--- config.mk ---
export PLATFORM = sky130hd
export DESIGN_NAME = pnew_queue
export DESIGN_NICKNAME = d
export VERILOG_FILES = /design/src/pnew_pkg.sv /design/src/pnew_queue.sv
export SDC_FILE = /design/constraint.sdc
export NUM_CORES = 1
export LEC_CHECK = 0
export ABC_AREA = 1
export BUFFER_PORTS_ARGS = -buffer_cell sky130_fd_sc_hd__buf_2
export CAP_MARGIN = 0
export CORE_ASPECT_RATIO = 0.9
export CORE_MARGIN = 10
export CORE_UTILIZATION = 30
export DETAILED_ROUTE_END_ITERATION = 16
export GPL_TIMING_DRIVEN = 0
export PLACE_DENSITY_LB_ADDON = 0.05
export SLEW_MARGIN = 25
export SYNTH_ARGS = -nofsm -noshare
export SYNTH_HDL_FRONTEND = slang
export SYNTH_SLANG_ARGS = --single-unit
--- constraint.sdc ---
create_clock -name aclk -period 1.7 [get_ports aclk]
set_input_delay 0 -clock aclk [delete_from_list [all_inputs] [get_ports aclk]]
set_output_delay 0 -clock aclk [all_outputs]
set_load 0.05 [all_outputs]
--- src/pnew_pkg.sv ---
// Shared types, constants and helpers for the pixel neighbour edge weight block.
`timescale 1ns / 1ps

package pnew_pkg;

    localparam int unsigned DEF_MAX_ROWS     = 256;
    localparam int unsigned DEF_MAX_COLS     = 256;
    localparam int unsigned DEF_MAX_OFFSETS  = 8;
    localparam int unsigned DEF_MAX_CHANNELS = 3;
    localparam int unsigned DEF_CHANNEL_BITS = 16;

    localparam int unsigned DIM_W      = 9;
    localparam int unsigned NOFS_W     = 4;
    localparam int unsigned NCH_W      = 2;
    localparam int unsigned OFS_W      = 8;
    localparam int unsigned PACK_W     = 64;
    localparam int unsigned CFG_DATA_W = 64;
    localparam int unsigned CFG_IDX_W  = 3;

    localparam int unsigned COORD_W   = 8;
    localparam int unsigned IN_CH_W   = 16;
    localparam int unsigned LIN_W     = 18;
    localparam int unsigned INDEX_W   = 16;
    localparam int unsigned OFSNUM_W  = 3;
    localparam int unsigned COLOR_W   = 34;
    localparam int unsigned SPATIAL_W = 16;

    localparam int unsigned QUEUE_DEPTH = 4;

    typedef enum logic [CFG_IDX_W-1:0] {
        REG_IMAGE_HEIGHT = 3'd0,
        REG_IMAGE_WIDTH  = 3'd1,
        REG_NUM_OFFSETS  = 3'd2,
        REG_NUM_CHANNELS = 3'd3,
        REG_ROW_OFFSETS  = 3'd4,
        REG_COL_OFFSETS  = 3'd5
    } cfg_reg_t;

    typedef enum logic {
        REQ_LOAD  = 1'b0,
        REQ_QUERY = 1'b1
    } req_type_t;

    // Configuration as seen by the datapath, dimensions already capped
    typedef struct packed {
        logic [DIM_W-1:0]  height;
        logic [DIM_W-1:0]  width;
        logic [NOFS_W-1:0] num_offsets;
        logic [NCH_W-1:0]  num_channels;
        logic [PACK_W-1:0] row_offsets;
        logic [PACK_W-1:0] col_offsets;
    } cfg_t;

    // Classified request travelling from front to back
    typedef struct packed {
        logic               is_query;
        logic               in_frame;
        logic [COORD_W-1:0] row;
        logic [COORD_W-1:0] col;
        logic [LIN_W-1:0]   lidx;
    } req_t;

    function automatic logic [DIM_W-1:0] cap_dim(input logic [DIM_W-1:0] v,
                                                 input int unsigned top);
        if (32'(v) > top) begin
            return DIM_W'(top);
        end
        return v;
    endfunction

endpackage

--- src/pnew_queue.sv ---
// Short request queue between the front and back ends.
`timescale 1ns / 1ps

module pnew_queue #(
    parameter int unsigned WIDTH = 1
) (
    input  logic             aclk,
    input  logic             aresetn,
    input  logic             in_valid,
    output logic             in_ready,
    input  logic [WIDTH-1:0] in_data,
    output logic             out_valid,
    input  logic             out_ready,
    output logic [WIDTH-1:0] out_data
);
    import pnew_pkg::*;

    localparam int unsigned DEPTH = QUEUE_DEPTH;
    localparam int unsigned PTR_W = (DEPTH > 1) ? $clog2(DEPTH) : 1;
    localparam int unsigned CNT_W = $clog2(DEPTH + 1);

    logic [WIDTH-1:0] entry_reg [DEPTH];
    logic [PTR_W-1:0] wr_ptr_reg;
    logic [PTR_W-1:0] wr_ptr_next;
    logic [PTR_W-1:0] rd_ptr_reg;
    logic [PTR_W-1:0] rd_ptr_next;
    logic [CNT_W-1:0] count_reg;
    logic [CNT_W-1:0] count_next;
    logic             push;
    logic             pop;

    assign in_ready  = (count_reg != CNT_W'(DEPTH));
    assign out_valid = (count_reg != '0);
    assign out_data  = entry_reg[rd_ptr_reg];
    assign push      = in_valid && in_ready;
    assign pop       = out_valid && out_ready;

    always_comb begin
        wr_ptr_next = wr_ptr_reg;
        rd_ptr_next = rd_ptr_reg;
        count_next  = count_reg;
        if (push) begin
            wr_ptr_next = (wr_ptr_reg == PTR_W'(DEPTH - 1)) ? '0 : wr_ptr_reg + 1'b1;
        end
        if (pop) begin
            rd_ptr_next = (rd_ptr_reg == PTR_W'(DEPTH - 1)) ? '0 : rd_ptr_reg + 1'b1;
        end
        if (push && !pop) begin
            count_next = count_reg + 1'b1;
        end else if (pop && !push) begin
            count_next = count_reg - 1'b1;
        end
    end

    always_ff @(posedge aclk) begin
        if (!aresetn) begin
            wr_ptr_reg <= '0;
            rd_ptr_reg <= '0;
            count_reg  <= '0;
        end else begin
            wr_ptr_reg <= wr_ptr_next;
            rd_ptr_reg <= rd_ptr_next;
            count_reg  <= count_next;
        end
    end

    always_ff @(posedge aclk) begin
        if (push) begin
            entry_reg[wr_ptr_reg] <= in_data;
        end
    end

endmodule

==> metrics.txt, run 1 <==
area post-placement=766 sq um; Hold Startpoint=in_valid; status=finished clean; Antenna diodes=0; Post-synth ARST share=0; crit end category=flip-flop; syn_area_per_cell=8.54 sq um; worst skew pair latency=270 ps; M1 wire length=596 um; DPL Wire Length=908 um; total of max-cap violations=0; met3 WL post-DR=78 um; most common cell in the netlist=nor2_1; total clock buffers created by CTS=3; Pwr Total=1.61 mW; Worst Path Max Fanout=3; worst setup margin=35.1 ps; post-synthesis compound-gate area fraction=0.0594; register area=308 sq um; vias in the first global route=500; Setup Viol. Count Final=0; final hold violation count=0; routed wire length=1.29 mm; Die W=70.0 um; Worst Path Required=1880 ps; port buffer count=7; Layout Nets=112; die area=4550 sq um; Area Growth Syn to Fin=33.2%; r2r endpoint=count_reg[1]; Fillers=242; Post-Synth Simple-Gate Area=0.276; Total GRT Usage=0.0577; Gate Count Post-Synth=79; core area=2160 sq um; Antenna Nets Post-Route=0; post-synthesis mux area share=0; Max-slew headroom=0.834; R2R Setup Slk=40 ps; post-synth top area cell=dfxtp_1; Pre-antenna DRT Iters=4; max-slew violation count=0; global route total overflow=0; Worst R2R Start=count_reg[1]; WHS=30.9 ps; GP Congestion=0.713; Worst Setup Path Type=flip-flop to flip-flop; Ys Warns=0; Setup WS pre-CTS=-32.3 ps; Final Util=0.416; drt wl/cell=10.2 um; first-pass GRT wire length=2.08 mm; Reg2Reg Depth=9; TritonCTS clock tree=done; initial antenna violation count=0; maximum number of pins on one net before global-route repair=8; number of H-tree levels=1; Non-Filler Instances=126; Post-synth top cells=nor2_1 (16), inv_1 (14), dfxtp_1 (9); min-delay worst type=input pin to flip-flop; fin crit period=1660 ps; CP Data Arrival Time=1840 ps; Synth cell types=16; hold-critical path endpoint=wr_ptr_reg[1]; Leakage Power=0.414 nW; via count=526; multi-input logic area=365 sq um; post-DR vias/cell=4.17; Max VDD drop=0.754 mV; clk root buf=clkbuf_4; Seq/Total Area, Yosys=0.445; synth top area cells=dfxtp_1 (27%), edfxtp_1 (18%), ha_1 (11%); number of flops mapped to enable cells by yosys=4; Post-Syn Nets=91; share of cells above drive strength 1=0.384; largest family of logic cells by synthesized area=simple AND/OR/NAND/NOR gates; Yosys reg bits=13; DR WL met2=599 um; Cell Pwr Density=1790 nW/um^2; unrepaired setup endpoints after global routing=true; die extent in y=65.0 um; max frequency=601 MHz; initial DRC count=8; Post-Synth Adder-Cell Area=0.141; Tightest Pin Transition=250 ps; Top Layer Used=met4; FP Rows=16; # DRC=0; crit share post-route=0.979; WHS Path Cells=3; top-area cell type share of the netlist area=0.267; CP startpoint kind=flip-flop; XOR/XNOR Fraction of Synth Area=0; top_reg_cell synth=dfxtp_1; Cells after DPL=113; CTS Buffer Depth=2; clock skew=8.24 ps; Initial Util=0.312; final setup TNS=0 ps; I/O pin cnt=8; Clock Pin Slew Worst Setup and Hold Paths=80 ps; post-route cell area=898 sq um; # clock sinks=13; Mapped Area=674 sq um
==> power by group <==
group,total [mW],internal [mW],switching [mW],leakage [nW]
Combinational,0.929,0.371,0.558,0.287
Clock,0.188,0.0909,0.0967,0.0150
Sequential,0.494,0.423,0.0704,0.112
Total,1.61,0.885,0.725,0.414
==> worst max path at each step <==
stage | end | slack, ps | from
floorplan | count_reg[2] | -40 | count_reg[1]
global placement | count_reg[2] | -20 | count_reg[1]
detailed placement | count_reg[1] | -30 | count_reg[1]
global route | count_reg[1] | -40 | count_reg[1]
finish | count_reg[1] | 40 | count_reg[1]
CTS | count_reg[1] | 20 | count_reg[0]
==> kinds of logic after synthesis <==
family	after synthesis
flops	13
simple gates	37
compound gates	8
fa+ha+maj	7
buf+inv	14
==> critical path: stages, from the launching register on <==
cell and delay (ps):
dfxtp_4 360, nor2_4 160, nand2_4 80, nand2_4 90, inv_4 40, ha_4 160, inv_4 50, fa_2 420
o21ai_2 150, nor2_1 50
==> per-layer routing <==
metal | GRT usage | up-vias
met3 | 0.0350 | 2
met5 | 0 | -
met1 | 0.0631 | 228
met2 | 0.0860 | 9
li1 | - | 287
met4 | 0.0296 | 0
==> cells in the final DEF (no fill, tap or decap) <==
| cell | instances |
|---|---|
| a21oi_1 | 3 |
| buf_2 | 7 |
| buf_4 | 7 |
| clkbuf_1 | 1 |
| clkbuf_4 | 3 |
| dfxtp_1 | 7 |
| dfxtp_4 | 2 |
| dlygate4sd3_1 | 2 |
| edfxtp_1 | 4 |
| fa_2 | 1 |
| ha_1 | 5 |
| ha_4 | 1 |
| inv_1 | 11 |
| inv_2 | 1 |
| inv_4 | 2 |
| nand2_1 | 6 |
| nand2_2 | 4 |
| nand2_4 | 4 |
| nand3_2 | 1 |
| nand3b_1 | 1 |
| nand3b_2 | 1 |
| nand4_1 | 1 |
| nor2_1 | 16 |
| nor2_2 | 2 |
| nor2_4 | 1 |
| o21ai_0 | 4 |
| o21ai_2 | 1 |
==> timing repair <==
action,CTS,global route
hold buffers,1,1
setup endpoints to repair,2,2
cloned,0,0
resized for setup,1,10
pin swaps,4,9
buffers inserted,3,4
endpoints found under the hold margin,4,1
==> layout make-up <==
| type | instances | share of cell area |
|---|---|---|
| Inverter | 14 | 0.0641 |
| Sequential cell | 13 | 0.343 |
| Multi-Input combinational cell | 52 | 0.407 |
| Clock buffer | 4 | 0.0292 |
| Tap cell | 27 | 0.0376 |
| Timing Repair Buffer | 16 | 0.120 |
No activity file was read; power rests on OpenSTA's default activity.
==> run 2, diff against run 1 <==
Settings changed: CORE_ASPECT_RATIO 0.9 to not set, CORE_UTILIZATION 30 to 48, PLACE_DENSITY set to 0.71, PLACE_DENSITY_LB_ADDON 0.05 to not set.
==> run 2 against run 1 <==
Net effect: worst setup slack improved by 46 ps; final cell count decreased by 11%; clock skew decreased by 3.1 ps; sequential share of layout area is 1.8 points higher; utilization increased by 23 points; combinational power decreased by 8.6%; global-route usage is 1.4 points higher; wire length shrank 13%; die area down 27%; critical path depth stayed put; flip-flop and latch count unchanged.
==> metrics.txt, run 2 (synthesized netlist as in run 1, its figures left out) <==
Worst R2R Start=count_reg[1]; clock skew=5.15 ps (-3.08 ps); Antenna diodes=0 (unchanged); Worst Path Required=1870 ps (about the same); first-pass GRT wire length=1.85 mm (-11%); initial antenna violation count=0 (unchanged); DPL Wire Length=784 um (-14%); Pre-antenna DRT Iters=2 (-2); Worst Path Max Fanout=4 (+1); Leakage Power=0.401 nW (-3.2%); commonest non-fill, non-tap cell in the layout=nor2_1; initial DRC count=3 (-5); FP Rows=13 (-3); slowest stage delay, CP=430 ps (about the same); unrepaired setup endpoints after global routing=false; Pwr Total=1.54 mW (-4.6%); Hold Startpoint=in_valid; min-delay worst type=input pin to flip-flop; die area=3300 sq um (-27%); GP Congestion=0.721 (+1.2%); Max VDD drop=1.24 mV (+65%); final setup TNS=0 ps (unchanged); via count=518 (-1.5%); Final Util=0.648 (+0.232); most frequent cells in the layout=nor2_1 (16), inv_1 (12), nand2_1 (8), dfxtp_1 (7), buf_2 (7); WHS Path Cells=3 (unchanged); worst setup margin=81.5 ps (+46.4 ps); total of max-cap violations=0 (unchanged); maximum number of pins on one net before global-route repair=8 (unchanged); Total GRT Usage=0.0719 (+0.0143); # clock sinks=13 (unchanged); Die W=57.5 um (-18%); max-slew violation count=0 (unchanged); R2R Setup Slk=80 ps (+50 ps); number of H-tree levels=1 (unchanged); Non-Filler Instances=112 (-11%); die extent in y=57.5 um (-12%); I/O pin cnt=8 (unchanged); core area=1320 sq um (-39%); final hold violation count=0 (unchanged); Area Growth Syn to Fin=26.5%; clk root buf=clkbuf_4; port buffer count=7 (unchanged); Clock Pin Slew Worst Setup and Hold Paths=80 ps (about the same); Max-slew headroom=0.833 (about the same); post-DR vias/cell=4.63 (+11%); Layout Nets=110 (-1.8%); r2r endpoint=count_reg[1]; TritonCTS clock tree=done; routed wire length=1.12 mm (-13%); drt wl/cell=10.0 um (-2.2%); share of cells above drive strength 1=0.330 (-0.0539); critical-path cell list=nor2_4 > nand2_4 > nand2_4 > inv_2 > ha_4 > inv_2 > fa_2 > o21ai_2 > nor2_1; global route total overflow=0 (unchanged); Worst Setup Path Type=flip-flop to flip-flop; Tightest Pin Transition=252 ps (+1.17 ps); Cells after DPL=101 (-11%); crit end category=flip-flop; Initial Util=0.512 (+0.200); Setup Viol. Count Final=0 (unchanged); # DRC=0 (unchanged); total clock buffers created by CTS=3 (unchanged); CP startpoint kind=flip-flop; worst skew pair latency=270 ps (about the same); Cell Pwr Density=1800 nW/um^2 (+0.39%); Antenna Nets Post-Route=0 (unchanged); status=finished clean; Reg2Reg Depth=9 (unchanged); vias in the first global route=459 (-8.2%); CTS Buffer Depth=2 (unchanged); Setup WS pre-CTS=-4.47 ps (+27.9 ps); hold-critical path endpoint=wr_ptr_reg[1]; crit share post-route=0.952 (-0.0273); CP Data Arrival Time=1790 ps (-50 ps); max frequency=618 MHz (+2.9%); fin crit period=1620 ps (-46.4 ps); slowest CP cell=fa_2
run 2: changes by cell type in the layout (fill, tap and decap cells not counted), sizes merged:
cell	before	now
buf	14	12
run 2: cell type report:
| cell class | count | area, sq um |
|---|---|---|
| Timing Repair Buffer | 14 | 92.6 |
| Fill cell | 115 | 464 |
| Multi-Input combinational cell | 52 | 355 |
| Inverter | 14 | 52.6 |
| Sequential cell | 13 | 308 |
| Clock buffer | 4 | 26.3 |
| Tap cell | 15 | 18.8 |
run 2: per-stage QoR:
stage / cell area [sq um] / hold slack, ps
floorplan: 697 / 98.9
global placement: 751 / 214
detailed placement: 751 / 220
CTS: 812 / 0.348
global route: 853 / 46.2
finish: 853 / 53.0
run 2: metal layers:
layer	track usage	vias to the layer above	part of all wire
met1	0.0835	231	0.48
met5	0	-	0
met4	0.0503	0	0.011
met3	0.0354	2	0.040
met2	0.0997	6	0.46
li1	-	279	-
run 2: worst max-delay path, delay by kind of cell (launching register included):
family	cells	cell delay [ps]
buffers and inverters	2	100
adder cells (fa/ha/maj)	2	580
AO/OA/AOI/OAI	1	120
AND/OR/NAND/NOR	4	360
flip-flops	1	360
run 2: what timing repair did:
| action | CTS | global route |
|---|---|---|
| buffers inserted | 2 | 3 |
| setup endpoints to repair | 2 | 2 |
| resized for setup | 1 | 4 |
| pin swaps | 3 | 6 |
| hold buffers | 1 | 1 |
| endpoints found under the hold margin | 4 | 1 |
run 2: worst max-delay path by stage:
stage | cells past startpoint | start | slack (ps) | end
after floorplan | 12 | count_reg[1] | -40 | count_reg[2]
after global placement | 12 | count_reg[1] | -0.1 | count_reg[2]
after detailed placement | 12 | count_reg[1] | -4 | count_reg[2]
after CTS | 12 | count_reg[0] | 20 | count_reg[2]
after global routing | 9 | count_reg[1] | 6 | count_reg[1]
final | 9 | count_reg[1] | 80 | count_reg[1]
run 2: where the power goes:
part	internal (mW)	switching [mW]
Sequential	0.423	0.0778
Combinational	0.335	0.514
Clock	0.0907	0.0943
