[src/pnew_pkg.sv]
// Shared types, constants and helpers for the pixel neighbour edge weight block.
`timescale 1ns / 1ps

package pnew_pkg;

    localparam int unsigned DEF_MAX_ROWS     = 256;
    localparam int unsigned DEF_MAX_COLS     = 256;
    localparam int unsigned DEF_MAX_OFFSETS  = 8;
    localparam int unsigned DEF_MAX_CHANNELS = 3;
    localparam int unsigned DEF_CHANNEL_BITS = 16;

    localparam int unsigned DIM_W      = 9;
    localparam int unsigned NOFS_W     = 4;
    localparam int unsigned NCH_W      = 2;
    localparam int unsigned OFS_W      = 8;
    localparam int unsigned PACK_W     = 64;
    localparam int unsigned CFG_DATA_W = 64;
    localparam int unsigned CFG_IDX_W  = 3;

    localparam int unsigned COORD_W   = 8;
    localparam int unsigned IN_CH_W   = 16;
    localparam int unsigned LIN_W     = 18;
    localparam int unsigned INDEX_W   = 16;
    localparam int unsigned OFSNUM_W  = 3;
    localparam int unsigned COLOR_W   = 34;
    localparam int unsigned SPATIAL_W = 16;

    localparam int unsigned QUEUE_DEPTH = 4;

    typedef enum logic [CFG_IDX_W-1:0] {
        REG_IMAGE_HEIGHT = 3'd0,
        REG_IMAGE_WIDTH  = 3'd1,
        REG_NUM_OFFSETS  = 3'd2,
        REG_NUM_CHANNELS = 3'd3,
        REG_ROW_OFFSETS  = 3'd4,
        REG_COL_OFFSETS  = 3'd5
    } cfg_reg_t;

    typedef enum logic {
        REQ_LOAD  = 1'b0,
        REQ_QUERY = 1'b1
    } req_type_t;

    // Configuration as seen by the datapath, dimensions already capped
    typedef struct packed {
        logic [DIM_W-1:0]  height;
        logic [DIM_W-1:0]  width;
        logic [NOFS_W-1:0] num_offsets;
        logic [NCH_W-1:0]  num_channels;
        logic [PACK_W-1:0] row_offsets;
        logic [PACK_W-1:0] col_offsets;
    } cfg_t;

    // Classified request travelling from front to back
    typedef struct packed {
        logic               is_query;
        logic               in_frame;
        logic [COORD_W-1:0] row;
        logic [COORD_W-1:0] col;
        logic [LIN_W-1:0]   lidx;
    } req_t;

    function automatic logic [DIM_W-1:0] cap_dim(input logic [DIM_W-1:0] v,
                                                 input int unsigned top);
        if (32'(v) > top) begin
            return DIM_W'(top);
        end
        return v;
    endfunction

endpackage

[src/pnew_front.sv]
// Front end: takes input transfers, bounds-checks the pixel and forms its linear index.
`timescale 1ns / 1ps

module pnew_front #(
    parameter int unsigned MAX_CHANNELS = pnew_pkg::DEF_MAX_CHANNELS,
    parameter int unsigned CHANNEL_BITS = pnew_pkg::DEF_CHANNEL_BITS
) (
    input  logic                                 aclk,
    input  logic                                 aresetn,
    input  pnew_pkg::cfg_t                       cfg,
    input  logic                                 s_valid,
    output logic                                 s_ready,
    input  logic                                 s_req_type,
    input  logic [pnew_pkg::COORD_W-1:0]         s_pixel_row,
    input  logic [pnew_pkg::COORD_W-1:0]         s_pixel_col,
    input  logic [pnew_pkg::IN_CH_W-1:0]         s_channel_zero,
    input  logic [pnew_pkg::IN_CH_W-1:0]         s_channel_one,
    input  logic [pnew_pkg::IN_CH_W-1:0]         s_channel_two,
    output logic                                 q_valid,
    input  logic                                 q_ready,
    output pnew_pkg::req_t                       q_req,
    output logic [MAX_CHANNELS*CHANNEL_BITS-1:0] q_pix
);
    import pnew_pkg::*;

    localparam int unsigned PIX_W = MAX_CHANNELS * CHANNEL_BITS;

    logic             valid_reg;
    logic             valid_next;
    req_t             req_reg;
    req_t             req_next;
    logic [PIX_W-1:0] pix_reg;
    logic [PIX_W-1:0] pix_next;
    logic [IN_CH_W-1:0] in_ch [3];
    logic             take;

    assign s_ready = !valid_reg || q_ready;
    assign take    = s_valid && s_ready;

    assign in_ch[0] = s_channel_zero;
    assign in_ch[1] = s_channel_one;
    assign in_ch[2] = s_channel_two;

    always_comb begin
        req_next.is_query = (s_req_type == REQ_QUERY);
        req_next.in_frame = ({1'b0, s_pixel_row} < cfg.height) &&
                            ({1'b0, s_pixel_col} < cfg.width);
        req_next.row      = s_pixel_row;
        req_next.col      = s_pixel_col;
        req_next.lidx     = LIN_W'(s_pixel_row) + LIN_W'(s_pixel_col) * LIN_W'(cfg.height);
        for (int d = 0; d < MAX_CHANNELS; d++) begin
            pix_next[d*CHANNEL_BITS +: CHANNEL_BITS] = in_ch[d][CHANNEL_BITS-1:0];
        end
    end

    always_comb begin
        valid_next = valid_reg;
        if (take) begin
            valid_next = 1'b1;
        end else if (q_ready) begin
            valid_next = 1'b0;
        end
    end

    always_ff @(posedge aclk) begin
        if (!aresetn) begin
            valid_reg <= 1'b0;
        end else begin
            valid_reg <= valid_next;
        end
    end

    always_ff @(posedge aclk) begin
        if (take) begin
            req_reg <= req_next;
            pix_reg <= pix_next;
        end
    end

    assign q_valid = valid_reg;
    assign q_req   = req_reg;
    assign q_pix   = pix_reg;

endmodule

[config.mk]
export PLATFORM = sky130hd
export DESIGN_NAME = pnew_front
export DESIGN_NICKNAME = d
export VERILOG_FILES = /design/src/pnew_pkg.sv /design/src/pnew_front.sv
export SDC_FILE = /design/constraint.sdc
export NUM_CORES = 1
export LEC_CHECK = 0
export ABC_CLOCK_PERIOD_IN_PS = 4640
export BUFFER_PORTS_ARGS = -buffer_cell sky130_fd_sc_hd__buf_4
export CAP_MARGIN = 10
export CELL_PAD_IN_SITES_DETAIL_PLACEMENT = 1
export CELL_PAD_IN_SITES_GLOBAL_PLACEMENT = 1
export CORE_ASPECT_RATIO = 1.2
export CORE_MARGIN = 4
export CORE_UTILIZATION = 35
export CTS_BUF_LIST = sky130_fd_sc_hd__clkbuf_8
export DETAILED_ROUTE_END_ITERATION = 8
export PLACE_DENSITY_LB_ADDON = 0.1
export SETUP_SLACK_MARGIN = 0.15
export SLEW_MARGIN = 30
export SYNTH_ARGS = -nofsm -noshare
export SYNTH_HDL_FRONTEND = slang
export SYNTH_SLANG_ARGS = --single-unit
[constraint.sdc]
create_clock -name aclk -period 4.64 [get_ports aclk]
set_input_delay 0.232 -clock aclk [delete_from_list [all_inputs] [get_ports aclk]]
set_output_delay 0.232 -clock aclk [all_outputs]
set_load 0.005 [all_outputs]
==> summary.txt, run 1 <==
Critical path
  – Startpoint kind of the worst setup timing path: input pin
  – Worst setup path endpoint: q_req[17]
  – Worst reg2reg path startpoint: q_valid
  – CP peak stage delay: roughly 0.55 ns
  – Register-to-register setup slack: between 2 and 3 ns
  – Category of the critical setup timing path: input pin to register
  – Worst r2r path cells: 3
  – Largest fanout of any net on the critical path: 9
  – Crit path launch: cfg[146]
  – Crit Reg-Reg Endpoint: q_req[30]
  – Crit path cell chain: buf_4 -> and2_1 -> fa_1 -> fa_1 -> fa_1 -> inv_1 -> fa_1 -> inv_1 -> ha_1 -> a21oi_1 -> nand2_1 -> o2111ai_1 -> a41oi_1 -> xor2_1
  – Worst endpoint required time: between 4 and 5 ns
  – Nature of the critical path endpoint: register
  – Critical Path Slowest Stage Cell: sky130_fd_sc_hd__fa_1
  – Most Frequent Cell on Critical Path: sky130_fd_sc_hd__fa_1
  – Arrival time reported for the critical path endpoint: ~4.2 ns

Route
  – Wirelength, routed: roughly 14 mm
  – Detailed-routing iteration count for the pre-antenna-repair pass: 4
  – Avg WL per Cell: ~17 microns
  – Vias after detailed routing: 3993
  – DRC violation total after the first TritonRoute iteration: approximately 140
  – Via density per instance: 4.65
  – Residual antenna-violating net count after detailed routing: 0
  – Post-route DRC: 0

Placement
  – Final Wtd Congestion: 0.746
  – Port Buf Inserts: 172
  – HPWL Detailed: 11.9 mm

Outcome
  – Result of the run: complete, no violations

Power
  – Portion of total power attributed to sequential cells: 36.2%
  – Combinational share of power: 47.1%
  – Fraction of power spent switching nets: a little over a third
  – Share of total power in the clock network: 16.7%
  – Leak pwr: 3.59 nW
  – Sw power: 1.02 mW
  – Sum of internal, switching and leakage power: between 2 and 3 mW
  – Cell-internal power: 1.85 mW
  – Power density normalized to cell area: 386 nW/um^2
  – Peak VDD IR: 0.000230 V

Clock network
  – Buffer cell driving the clock tree root: sky130_fd_sc_hd__clkbuf_8
  – Number of sinks handled by clock tree synthesis: 85
  – Worst skew pair latency: 0.37 ns
  – Max Root-Sink Buffers: 2
  – Cts hold-fix bufs: 1
  – Clock transition at the register clock pins on the worst setup and hold paths after CTS: 0.09 ns
  – Number of buffers created by CTS: 9
  – CTS resizes: 0
  – H-tree depth: 3
  – CTS tree: built
  – Number of buffers inserted by post-CTS setup repair: 0

Global routing
  – First-pass GRT wire length: 22.6 mm
  – Maximum number of pins on one net before global-route repair: 53
  – GRT Total Usage: 16.4%
  – Number of global-route vias before repair: 4295
  – Antenna violations before repair: 1
  – Global-route congestion overflow total: 0

Finish
  – Final antenna diode count: 0
  – Area Overhead vs Synth: 32.3%
  – Fraction of layout cells with a size suffix above 1: between 20% and 30%
  – Final #Nets: 972

STA
  – Worst-case clock skew: 0.0124 ns
  – Hold WS: between 0.03 and 0.04 ns
  – Clock period minus worst slack: 4.05 ns
  – Setup-failing EPs final: 0
  – Portion of the clock cycle consumed by the worst path in the final layout: 87.3%
  – Rel. slew slack: between 50 and 60%
  – Setup total negative slack: 0 ns
  – Fmax: 247 MHz
  – Pin slew with the least headroom to its limit: around 0.68 ns
  – Final Hold Fails: 0
  – RSZ-0062 raised after global routing: false
  – Number of slew-limit violations in the final report: 0

Yosys
  – Synth async-reset ratio: 0%
  – EDFF count, synth: 84
  – Share of synthesized area occupied by flip-flops and latches: 45.3%
  – Mapped Nets: 782
  – Number of distinct library cell variants in the gate-level netlist after synthesis: 38
  – Cell accounting for the most synthesized area: sky130_fd_sc_hd__edfxtp_1
  – Number of synthesis warnings: 0
  – Primary flip-flop cell chosen by synthesis mapping: sky130_fd_sc_hd__edfxtp_1
  – Ranking of synthesized cells by area: sky130_fd_sc_hd__edfxtp_1, sky130_fd_sc_hd__fa_1, sky130_fd_sc_hd__ha_1
  – Flip-flop and latch count after synthesis: 85
  – Syn Inst Count: 455
  – Netlist area before placement: 5620 sq um
  – Mapped Avg Cell Area: ~12 sq um
  – Proportion of netlist area held by the largest area contributor: 44.9%

Floorplan
  – Overall die height: about 150 microns
  – Std cell rows: 50
  – Die Area: 18100 sq um
  – Total I/O pin count: 307
  – Initial Util: about 36%
  – Core region area: 15700 sq um
  – Die Wd: roughly 120 microns

Worst hold path
  – Worst hold path type: input pin to register

Job
  – Max-cap violation count: 0
## synth_stat cells (all sizes together) (4+ instances only)
cell type / n
ha: 56
nand2b: 6
nor2: 9
fa: 50
edfxtp: 84
and2: 52
nand2: 30
xnor2: 7
a21o: 8
o21ai: 7
inv: 94
a21oi: 17
xor2: 4
## worst min-delay path by stage
stage,from,end,slack (ns),cells after the start
6_report,s_channel_zero[0],q_pix[0],0.04,1
4_1_cts,s_channel_zero[15],q_pix[15],0.001,1
5_1_grt,s_channel_zero[0],q_pix[0],0.0003,1
3_3_place_gp,s_channel_two[1],q_pix[33],0.41,1
3_5_place_dp,s_channel_two[5],q_pix[37],0.41,1
2_1_floorplan,s_channel_zero[0],q_pix[0],0.33,0
## cell families (layout without fill, tap and decap cells)
logic type | count (synthesis) | count (layout) | share of synthesized area [%]
DFF | 85 | 85 | 45.3
and+or+nand+nor | 110 | 110 | 10.7
buffers and inverters | 96 | 291 | 6.42
adders and majority gates | 106 | 106 | 30.3
xor gates and xnor gates | 11 | 11 | 1.72
AOI/OAI and AO/OA | 47 | 47 | 5.59
## area by class of cell
type | count | area (sq um)
clock buffer | 10 | 138
multi-input combinational | 274 | 2720
inverter | 94 | 353
fill | 1713 | 8270
tap | 208 | 260
clock inverter | 6 | 43.8
sequential | 85 | 2540
timing repair buffer | 181 | 1380
## power groups by stage
stage	Sequential [mW]	Combinational (mW)	Clock, mW
2_1_floorplan	1.07	0.881	0
3_3_place_gp	1.05	1.35	0
3_5_place_dp	1.06	1.37	0
4_1_cts	1.04	1.39	0.508
5_1_grt	1.05	1.57	0.545
6_report	1.04	1.35	0.478
## critical path: cells and delay by family
family | cells | cell delay, ns
XOR/XNOR | 1 | 0.18
AO/OA/AOI/OAI | 3 | 0.76
buffers and inverters | 3 | 0.25
adder cells (fa/ha/maj) | 5 | 2.49
AND/OR/NAND/NOR | 2 | 0.25
## routing by layer
| metal | GRT usage [%] | part of all wire [%] | vias to the layer above |
|---|---|---|---|
| met1 | 20.2 | 39 | 1962 |
| met4 | 4.76 | 1.1 | 2 |
| met5 | 0 | 0.14 | - |
| met3 | 5.58 | 9.5 | 9 |
| li1 | - | - | 1880 |
| met2 | 27.0 | 50 | 140 |
## placed cells by master, fill, tap and decap left out, types with 4 or more instances in the layout
cell,Yosys,routed
sky130_fd_sc_hd__ha_1,56,56
sky130_fd_sc_hd__and2_1,52,51
sky130_fd_sc_hd__a21o_1,8,8
sky130_fd_sc_hd__inv_1,94,94
sky130_fd_sc_hd__fa_1,50,50
sky130_fd_sc_hd__xnor2_1,7,7
sky130_fd_sc_hd__nor2_1,9,9
sky130_fd_sc_hd__o21ai_0,7,7
sky130_fd_sc_hd__nand2_1,30,30
sky130_fd_sc_hd__a21oi_1,15,15
sky130_fd_sc_hd__edfxtp_1,84,84
sky130_fd_sc_hd__xor2_1,4,4
sky130_fd_sc_hd__clkbuf_8,0,10
sky130_fd_sc_hd__nand2b_1,6,6
sky130_fd_sc_hd__dlygate4sd3_1,0,8
sky130_fd_sc_hd__buf_4,0,173
## sequential cells by signal, indices dropped and copies added (netlist names)
register and cells:
q_pix 48, q_req 36, q_valid 1
## through the flow
step	cell area (sq um)	setup WS (ns)	utilization (%)	std cells
finish	7430	0.590	47.3	858
floorplan	5620	0.545	-	455
detailed placement	7170	0.162	45.7	834
CTS	7360	0.582	46.9	851
global route	7430	0.400	47.3	858
global placement	7170	0.178	45.7	834
Note: power is estimated with default switching activity, not from simulation.
==> run 2, diff against run 1 <==
Settings changed: ABC_AREA set to 1, CORE_UTILIZATION 35 to 34, REMOVE_ABC_BUFFERS set to 1, SKIP_CTS_REPAIR_TIMING set to 1.
==> summary.txt, run 2 <==
Route
  – Vias after detailed routing: 4536 (was 3993)
  – DRC violation total after the first TritonRoute iteration: 214 (was 144)
  – Detailed-routing iteration count for the pre-antenna-repair pass: 4 (unchanged)
  – Residual antenna-violating net count after detailed routing: 0 (unchanged)
  – Avg WL per Cell: 15.5 microns (was 16.9 microns)
  – Via density per instance: 4.53 (was 4.65)
  – Wirelength, routed: 15.5 mm (was 14.5 mm)
  – Post-route DRC: 0 (unchanged)

Placement
  – Area after detailed placement: 7490 sq um (was 7170 sq um)
  – HPWL Detailed: 12.7 mm (was 11.9 mm)
  – Dpl cells: 986 (was 834)
  – Pre-CTS setup slack: 0.567 ns (was 0.162 ns)
  – Final Wtd Congestion: 0.809 (was 0.746)
  – Port Buf Inserts: 172 (unchanged)

Job
  – Max-cap violation count: 0 (unchanged)

STA
  – Final Hold Fails: 0 (unchanged)
  – Portion of the clock cycle consumed by the worst path in the final layout: 79.0% (was 87.3%)
  – Rel. slew slack: 48.3% (was 54.3%)
  – Fmax: 273 MHz (was 247 MHz)
  – Hold WS: 0.0321 ns (was 0.0357 ns)
  – RSZ-0062 raised after global routing: false (unchanged)
  – Setup total negative slack: 0 ns (unchanged)
  – Number of slew-limit violations in the final report: 0 (unchanged)
  – Pin slew with the least headroom to its limit: 0.775 ns (was 0.685 ns)
  – Worst-case clock skew: 0.0173 ns (was 0.0124 ns)
  – Setup-failing EPs final: 0 (unchanged)
  – PnR worst setup slack: 0.975 ns (was 0.590 ns)
  – Clock period minus worst slack: 3.67 ns (was 4.05 ns)

Critical path
  – Arrival time reported for the critical path endpoint: 3.80 ns (was 4.17 ns)
  – Worst reg2reg path startpoint: q_valid (unchanged)
  – Most Frequent Cell on Critical Path: sky130_fd_sc_hd__nand2_1 (was sky130_fd_sc_hd__fa_1)
  – Largest fanout of any net on the critical path: 11 (was 9)
  – Top cell family by delay on the critical path: adder cells (unchanged)
  – Crit path cell chain: buf_4 -> nand2_1 -> fa_1 -> fa_1 -> inv_1 -> fa_1 -> inv_1 -> fa_1 -> inv_1 -> ha_1 -> nand2_1 -> nor2_1 -> nand2_1 -> nand3_2 -> nand2_1 -> nand2_1 -> nand2_1 -> nand2_1 (was buf_4 -> and2_1 -> fa_1 -> fa_1 -> fa_1 -> inv_1 -> fa_1 -> inv_1 -> ha_1 -> a21oi_1 -> nand2_1 -> o2111ai_1 -> a41oi_1 -> xor2_1)
  – Worst endpoint required time: 4.78 ns (was 4.76 ns)
  – Worst r2r path cells: 2 (was 3)
  – Crit Reg-Reg Endpoint: q_req[7] (was q_req[30])
  – Nature of the critical path endpoint: register (unchanged)
  – CP bufs+invs: 4 (was 3)
  – Register-to-register setup slack: 3.09 ns (was 2.63 ns)
  – Critical Path Slowest Stage Cell: sky130_fd_sc_hd__fa_1 (unchanged)
  – Category of the critical setup timing path: input pin to register (unchanged)
  – Crit path launch: s_pixel_col[7] (was cfg[146])
  – Startpoint kind of the worst setup timing path: input pin (unchanged)
  – CP peak stage delay: 0.56 ns (was 0.55 ns)

Yosys
  – Flip-flop and latch count after synthesis: 85 (unchanged)
  – Share of synthesized area occupied by flip-flops and latches: 42.6% (was 45.3%)
  – Syn Inst Count: 614 (was 455)
  – Number of synthesis warnings: 0 (unchanged)
  – Mapped Avg Cell Area: 9.72 sq um (was 12.3 sq um)
  – Cell types with the highest counts after synthesis: sky130_fd_sc_hd__inv_1, sky130_fd_sc_hd__nand2_1, sky130_fd_sc_hd__edfxtp_1, sky130_fd_sc_hd__ha_1, sky130_fd_sc_hd__fa_1 (was sky130_fd_sc_hd__inv_1, sky130_fd_sc_hd__edfxtp_1, sky130_fd_sc_hd__ha_1, sky130_fd_sc_hd__and2_1, sky130_fd_sc_hd__fa_1)
  – Netlist area before placement: 5970 sq um (was 5620 sq um)
  – Most frequent cell after synthesis: sky130_fd_sc_hd__inv_1 (unchanged)
  – EDFF count, synth: 84 (unchanged)
  – Ranking of synthesized cells by area: sky130_fd_sc_hd__edfxtp_1, sky130_fd_sc_hd__fa_1, sky130_fd_sc_hd__ha_1 (unchanged)
  – Cell accounting for the most synthesized area: sky130_fd_sc_hd__edfxtp_1 (unchanged)
  – Number of distinct library cell variants in the gate-level netlist after synthesis: 25 (was 38)
  – Synth async-reset ratio: 0% (unchanged)
  – Primary flip-flop cell chosen by synthesis mapping: sky130_fd_sc_hd__edfxtp_1 (unchanged)
  – Proportion of netlist area held by the largest area contributor: 42.3% (was 44.9%)

Clock network
  – Number of sinks handled by clock tree synthesis: 85 (unchanged)
  – Buffer cell driving the clock tree root: sky130_fd_sc_hd__clkbuf_8 (unchanged)
  – CTS tree: built (unchanged)
  – Number of buffers created by CTS: 9 (unchanged)
  – Clock transition at the register clock pins on the worst setup and hold paths after CTS: 0.10 ns (was 0.09 ns)
  – Worst skew pair latency: 0.37 ns (about the same)
  – H-tree depth: 3 (unchanged)
  – Max Root-Sink Buffers: 2 (unchanged)

Finish
  – Post-route insts no fill: 1002 (was 858)
  – Leading cell type in the layout, fill and taps excluded: sky130_fd_sc_hd__inv_1 (was sky130_fd_sc_hd__buf_4)
  – Final #Nets: 1108 (was 972)
  – Area Overhead vs Synth: 29.0% (was 32.3%)
  – Final antenna diode count: 0 (unchanged)
  – Final design area excluding fillers: 7700 sq um (was 7430 sq um)
  – Fraction of layout cells with a size suffix above 1: 26.1% (was 29.8%)
  – Largest register FFs: 48 (unchanged)
  – Most used cells in the layout excluding fill and tap cells: sky130_fd_sc_hd__inv_1, sky130_fd_sc_hd__buf_4, sky130_fd_sc_hd__nand2_1 (was sky130_fd_sc_hd__buf_4, sky130_fd_sc_hd__inv_1, sky130_fd_sc_hd__edfxtp_1)

Floorplan
  – Overall die height: 153 microns (was 147 microns)
  – Core region area: 17000 sq um (was 15700 sq um)
  – Total I/O pin count: 307 (unchanged)
  – Die Area: 19800 sq um (was 18100 sq um)
  – Initial Util: 35.0% (was 35.8%)
  – Std cell rows: 52 (was 50)
  – Die Wd: 129 microns (was 124 microns)

Global routing
  – M1 GR Usage: 19.7% (was 20.2%)
  – Global-route congestion overflow total: 0 (unchanged)
  – Most Crowded Layer GR: met2 (unchanged)
  – Global routing met3 resource utilization: 3.87% (was 5.58%)
  – First-pass GRT wire length: 25.2 mm (was 22.6 mm)
  – Maximum number of pins on one net before global-route repair: 85 (was 53)
  – GRT Total Usage: 16.4% (about the same)
  – Antenna violations before repair: 0 (was 1)
  – Global-route track usage on met2: 29.2% (was 27.0%)
  – Number of global-route vias before repair: 5009 (was 4295)

Power
  – Leak pwr: 4.22 nW (was 3.59 nW)
  – Peak VDD IR: 0.000185 V (was 0.000230 V)
  – Portion of total power attributed to sequential cells: 33.3% (was 36.2%)
  – Power density normalized to cell area: 402 nW/um^2 (was 386 nW/um^2)
  – Sw power: 1.21 mW (was 1.02 mW)
  – Fraction of power spent switching nets: 39.0% (was 35.6%)
  – Combinational share of power: 48.2% (was 47.1%)
  – Share of total power in the clock network: 18.5% (was 16.7%)
  – Cell-internal power: 1.89 mW (was 1.85 mW)

Worst hold path
  – Worst hold path type: input pin to register (unchanged)
  – Cell depth of the worst hold path: 1 (unchanged)
  – Start point of the worst min-delay path: s_channel_two[14] (was s_channel_zero[0])
  – Endpoint with the worst hold slack: q_pix[46] (was q_pix[0])

Outcome
  – Result of the run: complete, no violations (unchanged)
-- run 2: cell count changes in the layout (fill, tap and decap cells not counted), moves of 4 or more --
cell                            delta
sky130_fd_sc_hd__nand2_1         +122
sky130_fd_sc_hd__dlygate4sd3_1     -8
sky130_fd_sc_hd__a21o_1            -7
sky130_fd_sc_hd__inv_1            +86
sky130_fd_sc_hd__inv_8             +4
sky130_fd_sc_hd__nand2b_1          -6
sky130_fd_sc_hd__and2_1           -51
sky130_fd_sc_hd__nor2_1            +9
sky130_fd_sc_hd__nand2_2           +5
sky130_fd_sc_hd__o21ai_0           -6
sky130_fd_sc_hd__nand3_1          +10
-- run 2: worst max-delay path by stage --
stage / to / slack (ns) / cells after the start
2_1_floorplan: q_pix[0] / -0.33 / 1
3_3_place_gp: q_req[17] / 0.61 / 18
3_5_place_dp: q_req[16] / 0.57 / 18
4_1_cts: q_req[16] / 0.98 / 18
5_1_grt: q_req[16] / 0.78 / 18
6_report: q_req[16] / 0.97 / 18
-- run 2: power groups by stage --
stage	registers, mW	clock network (mW)	logic (mW)
finish	1.03	0.574	1.49
global route	1.04	0.628	1.76
CTS	1.03	0.597	1.55
detailed placement	1.05	0	1.54
global placement	1.05	0	1.50
floorplan	1.07	0	0.994
-- run 2: cell type report --
cell class / instances / area (sq um)
Fill cell: 1950 / 9350
Inverter: 183 / 687
Sequential cell: 85 / 2540
Multi-Input combinational cell: 329 / 2690
Clock buffer: 9 / 124
Clock inverter: 7 / 90.1
Timing Repair Buffer: 173 / 1300
Tap cell: 216 / 270
-- run 2: kinds of logic (layout without fill, tap and decap cells) --
group / count (synthesis) / in the layout / synth area share [%]
buffers and inverters: 200 / 372 / 12.6
and+or+nand+nor: 197 / 197 / 13.5
adders and majority gates: 106 / 106 / 28.5
DFF: 85 / 85 / 42.6
AOI/OAI and AO/OA: 19 / 19 / 1.76
xor gates and xnor gates: 7 / 7 / 1.03
-- run 2: metrics by stage --
stage	utilization, %	power [mW]
detailed placement	43.9	2.59
floorplan	-	2.06
global placement	43.9	2.55
finish	45.2	3.10
CTS	45.2	3.18
global route	45.2	3.43
-- run 2: metal layers --
metal	vias to the layer above	part of all wire [%]
met4	0	1.1
met3	12	8.2
met2	147	51
met1	2215	40
li1	2162	-
met5	-	0
